<file path="config.mk">
export PLATFORM = sky130hd
export DESIGN_NAME = atan2_polynomial_octant
export DESIGN_NICKNAME = d
export VERILOG_FILES = /design/src/design/atpo_pkg.sv /design/src/design/atpo_div.sv /design/src/design/atpo_poly.sv /design/src/design/atan2_polynomial_octant.sv
export SDC_FILE = /design/constraint.sdc
export NUM_CORES = 2
export LEC_CHECK = 0
export ABC_AREA = 1
export BUFFER_PORTS_ARGS = -buffer_cell sky130_fd_sc_hd__buf_2
export CORE_MARGIN = 2
export CORE_UTILIZATION = 30
export CTS_CLUSTER_SIZE = 16
export DETAILED_ROUTE_END_ITERATION = 10
export PLACE_DENSITY = 0.55
export SYNTH_ARGS = -nofsm -noshare
export SYNTH_HDL_FRONTEND = slang
export SYNTH_SLANG_ARGS = --single-unit
</file>
<file path="constraint.sdc">
create_clock -name i_clk -period 92.2 [get_ports i_clk]
set_input_delay 0 -clock i_clk [delete_from_list [all_inputs] [get_ports i_clk]]
set_output_delay 0 -clock i_clk [all_outputs]
set_load 0.1 [all_outputs]
</file>
<file path="src/design/atpo_pkg.sv">
`default_nettype none

package atpo_pkg;

    localparam int COORD_WIDTH     = 16;
    localparam int ANGLE_FRAC_BITS = 13;
    localparam int ANGLE_WIDTH     = ANGLE_FRAC_BITS + 3;

    // ratio r = floor(lo * 2^16 / hi), 0..1.0 inclusive
    localparam int RATIO_FRAC  = 16;
    localparam int RATIO_BITS  = RATIO_FRAC + 1;
    localparam int SUM_WIDTH   = RATIO_BITS + 2;

    // angle accumulator, Q32, signed, holds up to 2pi + pi/4
    localparam int Q32_FRAC       = 32;
    localparam int ANG_Q32_WIDTH  = 37;

    localparam logic signed [ANG_Q32_WIDTH-1:0] Q32_HPI  = 37'sd6746518852;
    localparam logic signed [ANG_Q32_WIDTH-1:0] Q32_PI   = 37'sd13493037705;
    localparam logic signed [ANG_Q32_WIDTH-1:0] Q32_3HPI = Q32_PI + Q32_HPI;
    localparam logic signed [ANG_Q32_WIDTH-1:0] Q32_2PI  = Q32_PI + Q32_PI;

    localparam logic [15:0] COEF_3 = 16'd21845;
    localparam logic [15:0] COEF_5 = 16'd13107;
    localparam logic [15:0] COEF_7 = 16'd9362;

    typedef enum logic [2:0] {
        BASE_ZERO,
        BASE_HPI,
        BASE_PI,
        BASE_3HPI,
        BASE_2PI
    } t_base;

    typedef struct packed {
        t_base base;
        logic  neg;
        logic  origin;
    } t_side;

    typedef struct packed {
        logic signed [COORD_WIDTH-1:0] coord_x;
        logic signed [COORD_WIDTH-1:0] coord_y;
    } t_coord;

    typedef struct packed {
        logic [ANGLE_WIDTH-1:0] angle;
        logic                   origin_flag;
    } t_result;

endpackage

`default_nettype wire

</file>
<file path="src/design/atpo_div.sv">
`default_nettype none

// Restoring divider, one quotient bit per stage: stage 0 gives the integer bit,
// stages 1..RATIO_FRAC give the fraction bits.
module atpo_div (
    input  wire logic                                i_clk,
    input  wire logic                                i_rst_n,
    input  wire logic                                i_en,
    input  wire logic                                i_valid,
    input  wire logic [atpo_pkg::COORD_WIDTH-1:0]    i_lo,
    input  wire logic [atpo_pkg::COORD_WIDTH-1:0]    i_hi,
    input  wire atpo_pkg::t_side                     i_side,
    output logic                                     o_valid,
    output logic [atpo_pkg::RATIO_BITS-1:0]          o_quot,
    output atpo_pkg::t_side                          o_side
);

    localparam int CW    = atpo_pkg::COORD_WIDTH;
    localparam int QW    = atpo_pkg::RATIO_BITS;
    localparam int STEPS = atpo_pkg::RATIO_FRAC;

    logic [STEPS:0]        r_valid;
    logic [CW-1:0]         r_rem  [0:STEPS-1];
    logic [CW-1:0]         r_hi   [0:STEPS-1];
    logic [QW-1:0]         r_quot [0:STEPS];
    atpo_pkg::t_side       r_side [0:STEPS];

    logic [CW-1:0]         n_rem  [0:STEPS-1];
    logic [QW-1:0]         n_quot [0:STEPS];
    logic [CW:0]           n_shift [1:STEPS];
    logic [CW:0]           n_diff  [1:STEPS];
    logic                  n_bit   [1:STEPS];
    logic                  n_top;

    always_comb begin
        // lo <= hi, so the integer bit is set only when they are equal
        n_top     = (i_lo >= i_hi);
        n_rem[0]  = n_top ? (i_lo - i_hi) : i_lo;
        n_quot[0] = {{(QW-1){1'b0}}, n_top};
        for (int s = 1; s <= STEPS; s++) begin
            n_shift[s] = {r_rem[s-1], 1'b0};
            n_diff[s]  = n_shift[s] - {1'b0, r_hi[s-1]};
            n_bit[s]   = (n_shift[s] >= {1'b0, r_hi[s-1]});
            n_quot[s]  = {r_quot[s-1][QW-2:0], n_bit[s]};
            if (s < STEPS) begin
                n_rem[s] = n_bit[s] ? n_diff[s][CW-1:0] : n_shift[s][CW-1:0];
            end
        end
    end

    always_ff @(posedge i_clk) begin
        if (!i_rst_n) begin
            r_valid <= '0;
        end else if (i_en) begin
            r_valid <= {r_valid[STEPS-1:0], i_valid};
        end
    end

    always_ff @(posedge i_clk) begin
        if (i_en) begin
            r_rem[0]  <= n_rem[0];
            r_hi[0]   <= i_hi;
            r_quot[0] <= n_quot[0];
            r_side[0] <= i_side;
            for (int s = 1; s <= STEPS; s++) begin
                r_quot[s] <= n_quot[s];
                r_side[s] <= r_side[s-1];
                if (s < STEPS) begin
                    r_rem[s] <= n_rem[s];
                    r_hi[s]  <= r_hi[s-1];
                end
            end
        end
    end

    assign o_valid = r_valid[STEPS];
    assign o_quot  = r_quot[STEPS];
    assign o_side  = r_side[STEPS];

endmodule

`default_nettype wire

</file>
<file path="src/design/atpo_poly.sv">
`default_nettype none

// p = r - r^3/3 + r^5/5 - r^7/7 in Q16, six stages, one multiplier per path
module atpo_poly (
    input  wire logic                                  i_clk,
    input  wire logic                                  i_rst_n,
    input  wire logic                                  i_en,
    input  wire logic                                  i_valid,
    input  wire logic [atpo_pkg::RATIO_BITS-1:0]       i_r,
    input  wire atpo_pkg::t_side                       i_side,
    output logic                                       o_valid,
    output logic signed [atpo_pkg::SUM_WIDTH-1:0]      o_p,
    output atpo_pkg::t_side                            o_side
);

    localparam int QW = atpo_pkg::RATIO_BITS;
    localparam int SW = atpo_pkg::SUM_WIDTH;
    localparam int NSTAGE = 6;
    localparam logic [2*QW-1:0] HALF = (2*QW)'(1) << (atpo_pkg::RATIO_FRAC - 1);

    localparam logic [QW-1:0] C3 = QW'(atpo_pkg::COEF_3);
    localparam logic [QW-1:0] C5 = QW'(atpo_pkg::COEF_5);
    localparam logic [QW-1:0] C7 = QW'(atpo_pkg::COEF_7);

    function automatic logic [QW-1:0] mul_q16(input logic [QW-1:0] a, input logic [QW-1:0] b);
        logic [2*QW-1:0] prod;
        logic [2*QW-1:0] rnd;
        prod = a * b;
        rnd  = prod + HALF;
        return rnd[atpo_pkg::RATIO_FRAC +: QW];
    endfunction

    logic [NSTAGE-1:0]      r_valid;
    atpo_pkg::t_side        r_side [0:NSTAGE-1];

    logic [QW-1:0]          r_s1_r, r_s1_r2;
    logic [QW-1:0]          r_s2_r, r_s2_r2, r_s2_r3;
    logic [QW-1:0]          r_s3_r, r_s3_r2, r_s3_r5, r_s3_t3;
    logic [QW-1:0]          r_s4_r7, r_s4_t5;
    logic signed [SW-1:0]   r_s4_sum;
    logic [QW-1:0]          r_s5_t7;
    logic signed [SW-1:0]   r_s5_sum;
    logic signed [SW-1:0]   r_s6_p;

    always_ff @(posedge i_clk) begin
        if (!i_rst_n) begin
            r_valid <= '0;
        end else if (i_en) begin
            r_valid <= {r_valid[NSTAGE-2:0], i_valid};
        end
    end

    always_ff @(posedge i_clk) begin
        if (i_en) begin
            r_side[0] <= i_side;
            for (int s = 1; s < NSTAGE; s++) begin
                r_side[s] <= r_side[s-1];
            end

            r_s1_r   <= i_r;
            r_s1_r2  <= mul_q16(i_r, i_r);

            r_s2_r   <= r_s1_r;
            r_s2_r2  <= r_s1_r2;
            r_s2_r3  <= mul_q16(r_s1_r2, r_s1_r);

            r_s3_r   <= r_s2_r;
            r_s3_r2  <= r_s2_r2;
            r_s3_r5  <= mul_q16(r_s2_r3, r_s2_r2);
            r_s3_t3  <= mul_q16(C3, r_s2_r3);

            r_s4_r7  <= mul_q16(r_s3_r5, r_s3_r2);
            r_s4_t5  <= mul_q16(C5, r_s3_r5);
            r_s4_sum <= $signed({2'b00, r_s3_r}) - $signed({2'b00, r_s3_t3});

            r_s5_t7  <= mul_q16(C7, r_s4_r7);
            r_s5_sum <= r_s4_sum + $signed({2'b00, r_s4_t5});

            r_s6_p   <= r_s5_sum - $signed({2'b00, r_s5_t7});
        end
    end

    assign o_valid = r_valid[NSTAGE-1];
    assign o_p     = r_s6_p;
    assign o_side  = r_side[NSTAGE-1];

endmodule

`default_nettype wire

</file>
<file path="src/design/atan2_polynomial_octant.sv">
// channel   direction  valid    ready    payload
// --------  ---------  -------  -------  ---------------------------------
// coord     in         i_valid  o_ready  i_coord  (coord_x, coord_y)
// result    out        o_valid  i_ready  o_result (angle, origin_flag)
//
// One item enters per cycle while o_ready is high. 27 register stages: abs stage,
// octant stage, 17-stage bit-per-stage divider, 6-stage polynomial, base add,
// rounding output register.
// Reset (i_rst_n low at a clock edge) clears all valid bits; no clearing pass.
// A waiting result freezes the whole pipeline; o_ready is low only while
// o_valid is high and i_ready is low.
`default_nettype none

module atan2_polynomial_octant (
    input  wire logic              i_clk,
    input  wire logic              i_rst_n,
    input  wire logic              i_valid,
    output logic                   o_ready,
    input  wire atpo_pkg::t_coord  i_coord,
    output logic                   o_valid,
    input  wire logic              i_ready,
    output atpo_pkg::t_result      o_result
);

    localparam int CW  = atpo_pkg::COORD_WIDTH;
    localparam int QW  = atpo_pkg::RATIO_BITS;
    localparam int SW  = atpo_pkg::SUM_WIDTH;
    localparam int AW  = atpo_pkg::ANG_Q32_WIDTH;
    localparam int OW  = atpo_pkg::ANGLE_WIDTH;
    localparam int SHR = atpo_pkg::Q32_FRAC - atpo_pkg::ANGLE_FRAC_BITS;
    localparam int PSH = atpo_pkg::Q32_FRAC - atpo_pkg::RATIO_FRAC;
    localparam logic [AW:0] OUT_HALF = (AW+1)'(1) << (SHR - 1);

    function automatic logic signed [AW-1:0] base_q32(input atpo_pkg::t_base b);
        logic signed [AW-1:0] v;
        case (b)
            atpo_pkg::BASE_ZERO: v = '0;
            atpo_pkg::BASE_HPI:  v = atpo_pkg::Q32_HPI;
            atpo_pkg::BASE_PI:   v = atpo_pkg::Q32_PI;
            atpo_pkg::BASE_3HPI: v = atpo_pkg::Q32_3HPI;
            atpo_pkg::BASE_2PI:  v = atpo_pkg::Q32_2PI;
            default:             v = '0;
        endcase
        return v;
    endfunction

    logic en;

    // stage A: magnitudes
    logic                  r_a_valid;
    logic [CW-1:0]         r_a_ax, r_a_ay;
    logic                  r_a_sx, r_a_sy;

    // stage B: octant decode
    logic                  r_b_valid;
    logic [CW-1:0]         r_b_lo, r_b_hi;
    atpo_pkg::t_side       r_b_side;
    logic [CW-1:0]         n_b_lo, n_b_hi;
    atpo_pkg::t_side       n_b_side;
    logic                  n_b_gt;

    logic                  div_valid;
    logic [QW-1:0]         div_quot;
    atpo_pkg::t_side       div_side;

    logic                  poly_valid;
    logic signed [SW-1:0]  poly_p;
    atpo_pkg::t_side       poly_side;

    // stage C: base +/- p
    logic                  r_c_valid;
    logic signed [AW-1:0]  r_c_ang;
    logic                  r_c_origin;
    logic signed [AW-1:0]  n_c_pq;
    logic signed [AW-1:0]  n_c_sum;

    logic                  r_out_valid;
    atpo_pkg::t_result     r_out_result;
    logic [AW:0]           n_out_rnd;
    logic [AW:0]           n_out_shr;

    assign en      = !r_out_valid || i_ready;
    assign o_ready = en;

    always_comb begin
        n_b_gt = (r_a_ay > r_a_ax);
        n_b_lo = n_b_gt ? r_a_ax : r_a_ay;
        n_b_hi = n_b_gt ? r_a_ay : r_a_ax;
        n_b_side.origin = (r_a_ax == '0) && (r_a_ay == '0);
        case ({r_a_sx, r_a_sy})
            2'b00: begin
                n_b_side.base = n_b_gt ? atpo_pkg::BASE_HPI : atpo_pkg::BASE_ZERO;
                n_b_side.neg  = n_b_gt;
            end
            2'b10: begin
                n_b_side.base = n_b_gt ? atpo_pkg::BASE_HPI : atpo_pkg::BASE_PI;
                n_b_side.neg  = !n_b_gt;
            end
            2'b11: begin
                n_b_side.base = n_b_gt ? atpo_pkg::BASE_3HPI : atpo_pkg::BASE_PI;
                n_b_side.neg  = n_b_gt;
            end
            default: begin
                n_b_side.base = n_b_gt ? atpo_pkg::BASE_3HPI : atpo_pkg::BASE_2PI;
                n_b_side.neg  = !n_b_gt;
            end
        endcase
    end

    always_comb begin
        n_c_pq  = AW'(poly_p) <<< PSH;
        n_c_sum = poly_side.neg ? (base_q32(poly_side.base) - n_c_pq)
                                : (base_q32(poly_side.base) + n_c_pq);
    end

    assign n_out_rnd = {1'b0, r_c_ang} + OUT_HALF;
    assign n_out_shr = n_out_rnd >> SHR;

    always_ff @(posedge i_clk) begin
        if (!i_rst_n) begin
            r_a_valid   <= 1'b0;
            r_b_valid   <= 1'b0;
            r_c_valid   <= 1'b0;
            r_out_valid <= 1'b0;
        end else if (en) begin
            r_a_valid   <= i_valid;
            r_b_valid   <= r_a_valid;
            r_c_valid   <= poly_valid;
            r_out_valid <= r_c_valid;
        end
    end

    always_ff @(posedge i_clk) begin
        if (en) begin
            // negation in CW bits: the most negative value maps to 2^(CW-1)
            r_a_ax <= i_coord.coord_x[CW-1] ? (CW'(0) - i_coord.coord_x) : i_coord.coord_x;
            r_a_ay <= i_coord.coord_y[CW-1] ? (CW'(0) - i_coord.coord_y) : i_coord.coord_y;
            r_a_sx <= i_coord.coord_x[CW-1];
            r_a_sy <= i_coord.coord_y[CW-1];

            r_b_lo   <= n_b_lo;
            r_b_hi   <= n_b_hi;
            r_b_side <= n_b_side;

            r_c_ang    <= n_c_sum[AW-1] ? '0 : n_c_sum;
            r_c_origin <= poly_side.origin;

            r_out_result.angle       <= r_c_origin ? '0 : n_out_shr[OW-1:0];
            r_out_result.origin_flag <= r_c_origin;
        end
    end

    atpo_div u_div (
        .i_clk   (i_clk),
        .i_rst_n (i_rst_n),
        .i_en    (en),
        .i_valid (r_b_valid),
        .i_lo    (r_b_lo),
        .i_hi    (r_b_hi),
        .i_side  (r_b_side),
        .o_valid (div_valid),
        .o_quot  (div_quot),
        .o_side  (div_side)
    );

    atpo_poly u_poly (
        .i_clk   (i_clk),
        .i_rst_n (i_rst_n),
        .i_en    (en),
        .i_valid (div_valid),
        .i_r     (div_quot),
        .i_side  (div_side),
        .o_valid (poly_valid),
        .o_p     (poly_p),
        .o_side  (poly_side)
    );

    assign o_valid  = r_out_valid;
    assign o_result = r_out_result;

endmodule

`default_nettype wire

</file>
# Word level (Yosys, flattened, before mapping)
# Memories as Yosys holds them, arrays and structs flattened.
# Cells that the tools add are included.
# word_totals
ff_bits,412
input_bits,36
elab_cells,139
output_inout_bits,19
memories,5
ram_bits,916
# op_classes
addsub,31
n_eq_ne,6
mux,29
magnitude_cmp,18
n_reduce_logical,7
multipliers,7
# memory_table
name,depth,width,read_ports,rd_clocked_by_memory_dff,wr,line,rtl
u_div.r_quot,17,17,17,0,17,atpo_div.sv:25,logic [QW-1:0] r_quot [0:STEPS];
u_div.r_hi,16,16,16,0,16,atpo_div.sv:24,logic [CW-1:0] r_hi [0:STEPS-1];
u_div.r_rem,16,16,16,0,16,atpo_div.sv:23,logic [CW-1:0] r_rem [0:STEPS-1];
u_div.r_side,17,5,17,0,17,atpo_div.sv:26,atpo_pkg::t_side r_side [0:STEPS];
u_poly.r_side,6,5,6,0,6,atpo_poly.sv:34,atpo_pkg::t_side r_side [0:NSTAGE-1];
# ops
op,n
two-way mux 16 bit,18
greater-or-equal comparator 17 x 16 -> 1 bit,16
subtractor 16 bit,16
case mux 35 bit (4 select lines),1
"adder 33 x 16 -> 33 bit, second input constant",4
multiplier 17 x 17 -> 33 bit,4
"adder 31 x 16 -> 32 bit, second input constant",2
adder 36 x 35 -> 37 bit,1
two-way mux 37 bit,1
subtractor 36 x 35 -> 37 bit,1
"adder 35 x 19 -> 35 bit, second input constant",1
"adder 32 x 16 -> 33 bit, second input constant",1
logical NOT 16 bit,2
"multiplier 15 x 17 -> 32 bit, first input constant",1
"subtractor 1 x 16 -> 16 bit, first input constant",2
"multiplier 14 x 17 -> 31 bit, first input constant",1
"multiplier 13 x 17 -> 30 bit, first input constant",1
two-way mux 15 bit,2
adder 19 x 18 -> 19 bit,1
subtractor 19 x 18 -> 19 bit,1
subtractor 17 x 17 -> 18 bit,1
greater-or-equal comparator 16 bit,1
greater-than comparator 16 bit,1
case mux 4 bit (3 select lines),1
other kinds (11),17

# Logic depth before layout (Yosys ltp)
# An unclocked memory read counts as a cell.
# depth
depth_word,5
mapped_depth,28
mapped_depth_nobuf,26

# Cells and area by module
# From an unflattened synthesis, not the netlist that was laid out.
# hier_totals
cells_unflattened,13239
area_unflattened_um2,113536.4
# modules_own_cells
mod,area_per_inst_um2,instances,cells_each,seq_area_each_um2
atpo_poly,61980.7,1,7353,8768.4
atpo_div,44405.1,1,5061,22861.9
atan2_polynomial_octant,7150.6,1,825,3263.1

# Least setup slack after synthesis
# No wires, ideal clock.
# synth_path
kind,register to register
startpoint,"register r_out_valid, in the netlist o_valid"
endpoint,"register r_out_result (netlist bit o_result[0]), enable pin"
t_required_ns,90.205
arrival_time_ns,32.653
period_less_slack_ns,34.647
setup_slack_ns,57.553
n_path_buf,1
path_stages_with_launch,5
setup_time_ns,1.995
cell_sequence,dfxtp_1 inv_1 nor2_1 clkinv_1 clkbuf_1
# synth_between
elab_chain_cells,2
# synth_rtl
item,line,rtl
"start, declared",atan2_polynomial_octant.sv:77,logic r_out_valid;
"start signal, assigned",atan2_polynomial_octant.sv:129,r_out_valid <= r_c_valid;
logical NOT 1 bit,atan2_polynomial_octant.sv:82,assign en = !r_out_valid || i_ready;
logical OR 1 bit,atan2_polynomial_octant.sv:82,
net o_ready,atan2_polynomial_octant.sv:18,"output logic o_ready,"
"end, declared",atan2_polynomial_octant.sv:78,atpo_pkg::t_result r_out_result;
# The timed path passes the listed nets, and every way through them passes these cells.
# A chain may end at the register's enable or synchronous reset.

# Worst setup path after layout
# layout_path
startpoint,register u_poly.r_s1_r2[12]
endpoint,register u_poly.r_s2_r3[9] (data pin)
# layout_between
elab_chain_cells,2
# layout_rtl
item,line,rtl
"start, declared",atpo_poly.sv:36,"logic [QW-1:0] r_s1_r, r_s1_r2;"
"start signal, assigned",atpo_poly.sv:61,"r_s1_r2 <= mul_q16(i_r, i_r);"
multiplier 17 x 17 -> 33 bit,atpo_poly.sv:28,prod = a * b;
adder 33 x 16 -> 33 bit,atpo_poly.sv:29,rnd = prod + HALF;
"end signal, assigned",atpo_poly.sv:65,"r_s2_r3 <= mul_q16(r_s1_r2, r_s1_r);"
"end, declared",atpo_poly.sv:37,"logic [QW-1:0] r_s2_r, r_s2_r2, r_s2_r3;"
# No other way between the ends.

==> impl.org <==
** CTS
- Maximum level of the CTS H-tree :: 4
- Post-CTS setup buffer count :: 0
- TritonCTS built the clock tree.
- The number of clock buffers added by TritonCTS is 144.
- In this run the clock root is driven by a sky130_fd_sc_hd__clkbuf_16.
- The clock reaches the later pin of the worst-skew pair after 0.84 ns.
- Number of sinks driven by the clock tree :: 1171
- Clock-pin slew was measured on the worst setup and hold paths at 0.06 ns.
- Buffer depth of the longest clock path :: 4

** Yosys
- Seq cells post-synth :: 1171
- Fraction of the yosys area taken by sequential cells :: 0.326
- Cell count after synthesis :: 11600
- Summing every instance area after synthesis gives 107000 um2.
- Synthesis produced a netlist with a net count of 13800.
- Yosys top cell by area :: sky130_fd_sc_hd__edfxtp_1
- Dividing the synthesized area by the synthesized cell count gives 9.22 um2.
- Number of different library cells in the post-synthesis netlist :: 64
- Area share of the largest cell type after synthesis :: 0.321
- After synthesis, the cell types taking the most area are sky130_fd_sc_hd__edfxtp_1, sky130_fd_sc_hd__fa_1, sky130_fd_sc_hd__ha_1.
- Ys async rst share :: 0
- The Yosys step of the flow raised 0 warnings.
- Post-synth top flop :: sky130_fd_sc_hd__edfxtp_1
- The synthesized design contains 1144 enable-type register cells.

** Floorplanning
- For this design the top-level I/O count stands at 55.
- The floorplan has 219 rows.
- From left edge to right edge, the die measures 601 um.
- Die area :: 361000 um2
- The initial utilization of the core area, before any placement, comes to 0.301.
- Die height :: 601 um
- The region available for standard cell placement spans 355000 um2.

** Timing
- Fmax :: 0.157 GHz
- In this run the tightest slew margin relative to its limit is 0.182.
- After layout, the worst setup slack is 85.81 ns.
- The worst path needs 6.39 ns of the cycle, external delays included.
- Fraction of the cycle the final worst path needs :: 0.0693
- Setup repair after global routing left no endpoint under its margin.
- Setup TNS :: 0 ns
- At the pin with the least slew margin, the transition time is 1.23 ns.
- The number of hold violations in the final report was 0.
- Final count of negative-setup-slack endpoints :: 0
- Final worst clock skew :: 0.0742 ns
- The number of pins exceeding their max-slew limit in the final report was 0.

** Global route
- Via count of the first global-routing pass :: 75100
- The initial antenna violation count was 1.
- Overall fraction of global-route tracks in use :: 0.136
- Largest net degree at the start of global routing :: 153
- The first global-routing pass estimated 401 mm of wire.
- Summed over all layers, the global routing overflow is 0.

** Setup path
- By startpoint and endpoint, the worst setup path is classified as register to register.
- The worst setup path is captured at a register.
- WP data required :: 92.74 ns
- For this run, the slowest stage of the critical path takes 1.13 ns.
- Of all nets on the critical path, the largest fanout is 18.
- STA classifies the critical path startpoint as a register.
- Cell Chain, Critical Path :: nand2_1, fa_1, fa_1, fa_1, inv_1, fa_1, fa_1, inv_1, fa_1, inv_1, ha_1, nand2_1, nor2_1, inv_1, nor3_1, nand2_1, nand2_1, nand2_1, nand2_1, a21oi_1, xnor2_1
- STA puts the critical path data arrival time at 6.93 ns.
- The slowest stage of the critical path belongs to the cell sky130_fd_sc_hd__edfxtp_1.

** Routing
- Post-route antenna net violation count :: 0
- The routed layout has 73100 vias.
- Remaining DRCs :: 0
- The first detailed-routing pass took 5 iterations.
- Dividing the detail-routed wire length by the instance count gives 15.0 um.
- Iteration-0 DRC Markers :: 4177
- Total wirelength of the detailed-routed design :: 247 mm
- Via/cell ratio :: 4.44

** Place
- Counting tap cells, the placed design contains a total of 16100 instances.
- The congestion estimate from routability-driven global placement came to 0.856.
- Placement-stage worst setup slack :: 85.89 ns
- Number of buffers added on ports :: 54
- The wire-length estimate of the detail-placed layout is 192 mm.

** Finish
- Number of nets in the layout :: 13900
- Fillers :: 36700
- The number of antenna diodes in the final layout is 0.
- Fraction of layout cells with a size suffix above 1 :: 0.0346
- Fin cells :: 16500
- Area growth, synth to finish :: 10.0%

** Hold path
- The min-delay analysis places its worst path in the category input port to register.

** Status
- The flow ran to the end, and the final reports show no timing, DRC or antenna violations.

** Flow run
- Max capacitance violation total :: 0
[synth_stat cells, types with 7 or more instances]
cell	instances
sky130_fd_sc_hd__a211oi_1	14
sky130_fd_sc_hd__a21boi_0	14
sky130_fd_sc_hd__a21o_1	64
sky130_fd_sc_hd__a21oi_1	501
sky130_fd_sc_hd__a31oi_1	29
sky130_fd_sc_hd__buf_2	53
sky130_fd_sc_hd__clkbuf_1	244
sky130_fd_sc_hd__dfxtp_1	27
sky130_fd_sc_hd__edfxtp_1	1144
sky130_fd_sc_hd__fa_1	1065
sky130_fd_sc_hd__ha_1	1139
sky130_fd_sc_hd__inv_1	2703
sky130_fd_sc_hd__inv_2	16
sky130_fd_sc_hd__nand2_1	2458
sky130_fd_sc_hd__nand2_2	19
sky130_fd_sc_hd__nand3_1	235
sky130_fd_sc_hd__nand4_1	95
sky130_fd_sc_hd__nor2_1	488
sky130_fd_sc_hd__nor2_2	22
sky130_fd_sc_hd__nor2_4	7
sky130_fd_sc_hd__nor3_1	64
sky130_fd_sc_hd__nor4_1	40
sky130_fd_sc_hd__o211ai_1	42
sky130_fd_sc_hd__o21a_1	31
sky130_fd_sc_hd__o21ai_0	483
sky130_fd_sc_hd__o21ai_1	36
sky130_fd_sc_hd__o21bai_1	33
sky130_fd_sc_hd__o31ai_1	10
sky130_fd_sc_hd__or2_2	18
sky130_fd_sc_hd__xnor2_1	219
sky130_fd_sc_hd__xor2_1	217
[timing repair]
item | 4_1_cts | 5_1_grt
hold endpoints to repair | 61 | 0
hold buffers | 75 | 0
endpoints found under the setup margin | 0 | 0
gates resized for setup | 0 | 0
[logic make-up (layout without fill, tap and decap cells)]
group,Yosys count,count (layout),share of synthesized area
simple gates,3475,3475,0.132
xor+xnor,438,438,0.0360
fa+ha+maj,2204,2204,0.333
flops,1171,1171,0.326
buf+inv,3025,3140,0.107
compound gates,1281,1281,0.0661
[placed cells by master (no fill, tap or decap), types with 24 or more instances in the layout]
cell type,count
sky130_fd_sc_hd__inv_1,2703
sky130_fd_sc_hd__nand2_1,2458
sky130_fd_sc_hd__edfxtp_1,1144
sky130_fd_sc_hd__ha_1,1139
sky130_fd_sc_hd__fa_1,1065
sky130_fd_sc_hd__a21oi_1,501
sky130_fd_sc_hd__nor2_1,488
sky130_fd_sc_hd__o21ai_0,483
sky130_fd_sc_hd__nand3_1,235
sky130_fd_sc_hd__xnor2_1,219
sky130_fd_sc_hd__xor2_1,217
sky130_fd_sc_hd__clkbuf_16,147
sky130_fd_sc_hd__nand4_1,95
sky130_fd_sc_hd__dlygate4sd3_1,75
sky130_fd_sc_hd__nor3_1,64
sky130_fd_sc_hd__a21o_1,64
sky130_fd_sc_hd__buf_2,54
sky130_fd_sc_hd__buf_4,43
sky130_fd_sc_hd__o211ai_1,42
sky130_fd_sc_hd__nor4_1,40
sky130_fd_sc_hd__o21ai_1,36
sky130_fd_sc_hd__o21bai_1,33
sky130_fd_sc_hd__o21a_1,31
sky130_fd_sc_hd__a31oi_1,29
sky130_fd_sc_hd__dfxtp_1,27
sky130_fd_sc_hd__clkinv_1,24
[worst max-delay path: cells and delay by family (launching register included)]
kind,cells,cell delay (ns)
simple gates,8,1.00
xor+xnor,1,0.28
buf+inv,4,0.22
compound gates,1,0.10
flops,1,1.13
fa+ha+maj,7,3.41
[through the flow]
step | instance area, um2 | util | hold WS [ns]
finish | 118000 | 0.331 | 0.0790
global route | 118000 | 0.331 | 0.0505
CTS | 118000 | 0.331 | 0.00810
detailed placement | 112000 | 0.316 | 0.218
global placement | 112000 | 0.316 | 0.221
floorplan | 107000 | - | 0.0989
[layout make-up]
| class | instances | area [um2] | area share |
|---|---|---|---|
| well taps | 4751 | 5940 | 0.0505 |
| clock inverters | 75 | 822 | 0.00699 |
| clock buffers | 169 | 3770 | 0.0321 |
| multi-input cells | 7398 | 60600 | 0.515 |
| inverters | 2723 | 10200 | 0.0870 |
| repair buffers | 173 | 1360 | 0.0116 |
| flip-flops and latches | 1171 | 34900 | 0.297 |
[worst paths after layout]
path	from	end	slack (ns)	depth (start not counted)
setup / recovery	u_poly.r_s1_r2[12]	u_poly.r_s2_r3[9]	85.81	21
setup reg to reg	u_poly.r_s1_r2[12]	u_poly.r_s2_r3[9]	85.81	21
hold reg to reg	u_div.r_quot[0][251]	u_div.r_quot[0][269]	0.38	0
hold / removal	i_coord[26]	r_a_ax[10]	0.08	3
[flip-flops by register name (all words and copies together) (netlist names), 18 cells and up]
name and cells:
u_div.r_hi 256, u_div.r_quot 153, u_div.r_rem 256, u_div.r_side 85, u_poly.o_p 19, u_poly.r_s4_sum 18, u_poly.r_s5_sum 19, u_poly.r_side 30
[layer usage]
layer	share of wire	track usage	up-vias	wire length, um
li1	-	-	36400	-
met5	0	0	-	0
met1	0.44	0.174	35100	108000
met2	0.50	0.246	1269	124000
met4	0.022	0.0318	0	5510
met3	0.037	0.0158	332	9250
Power is not shown: default switching activity piles up to over one toggle a cycle in this logic, so the estimate is an artifact.
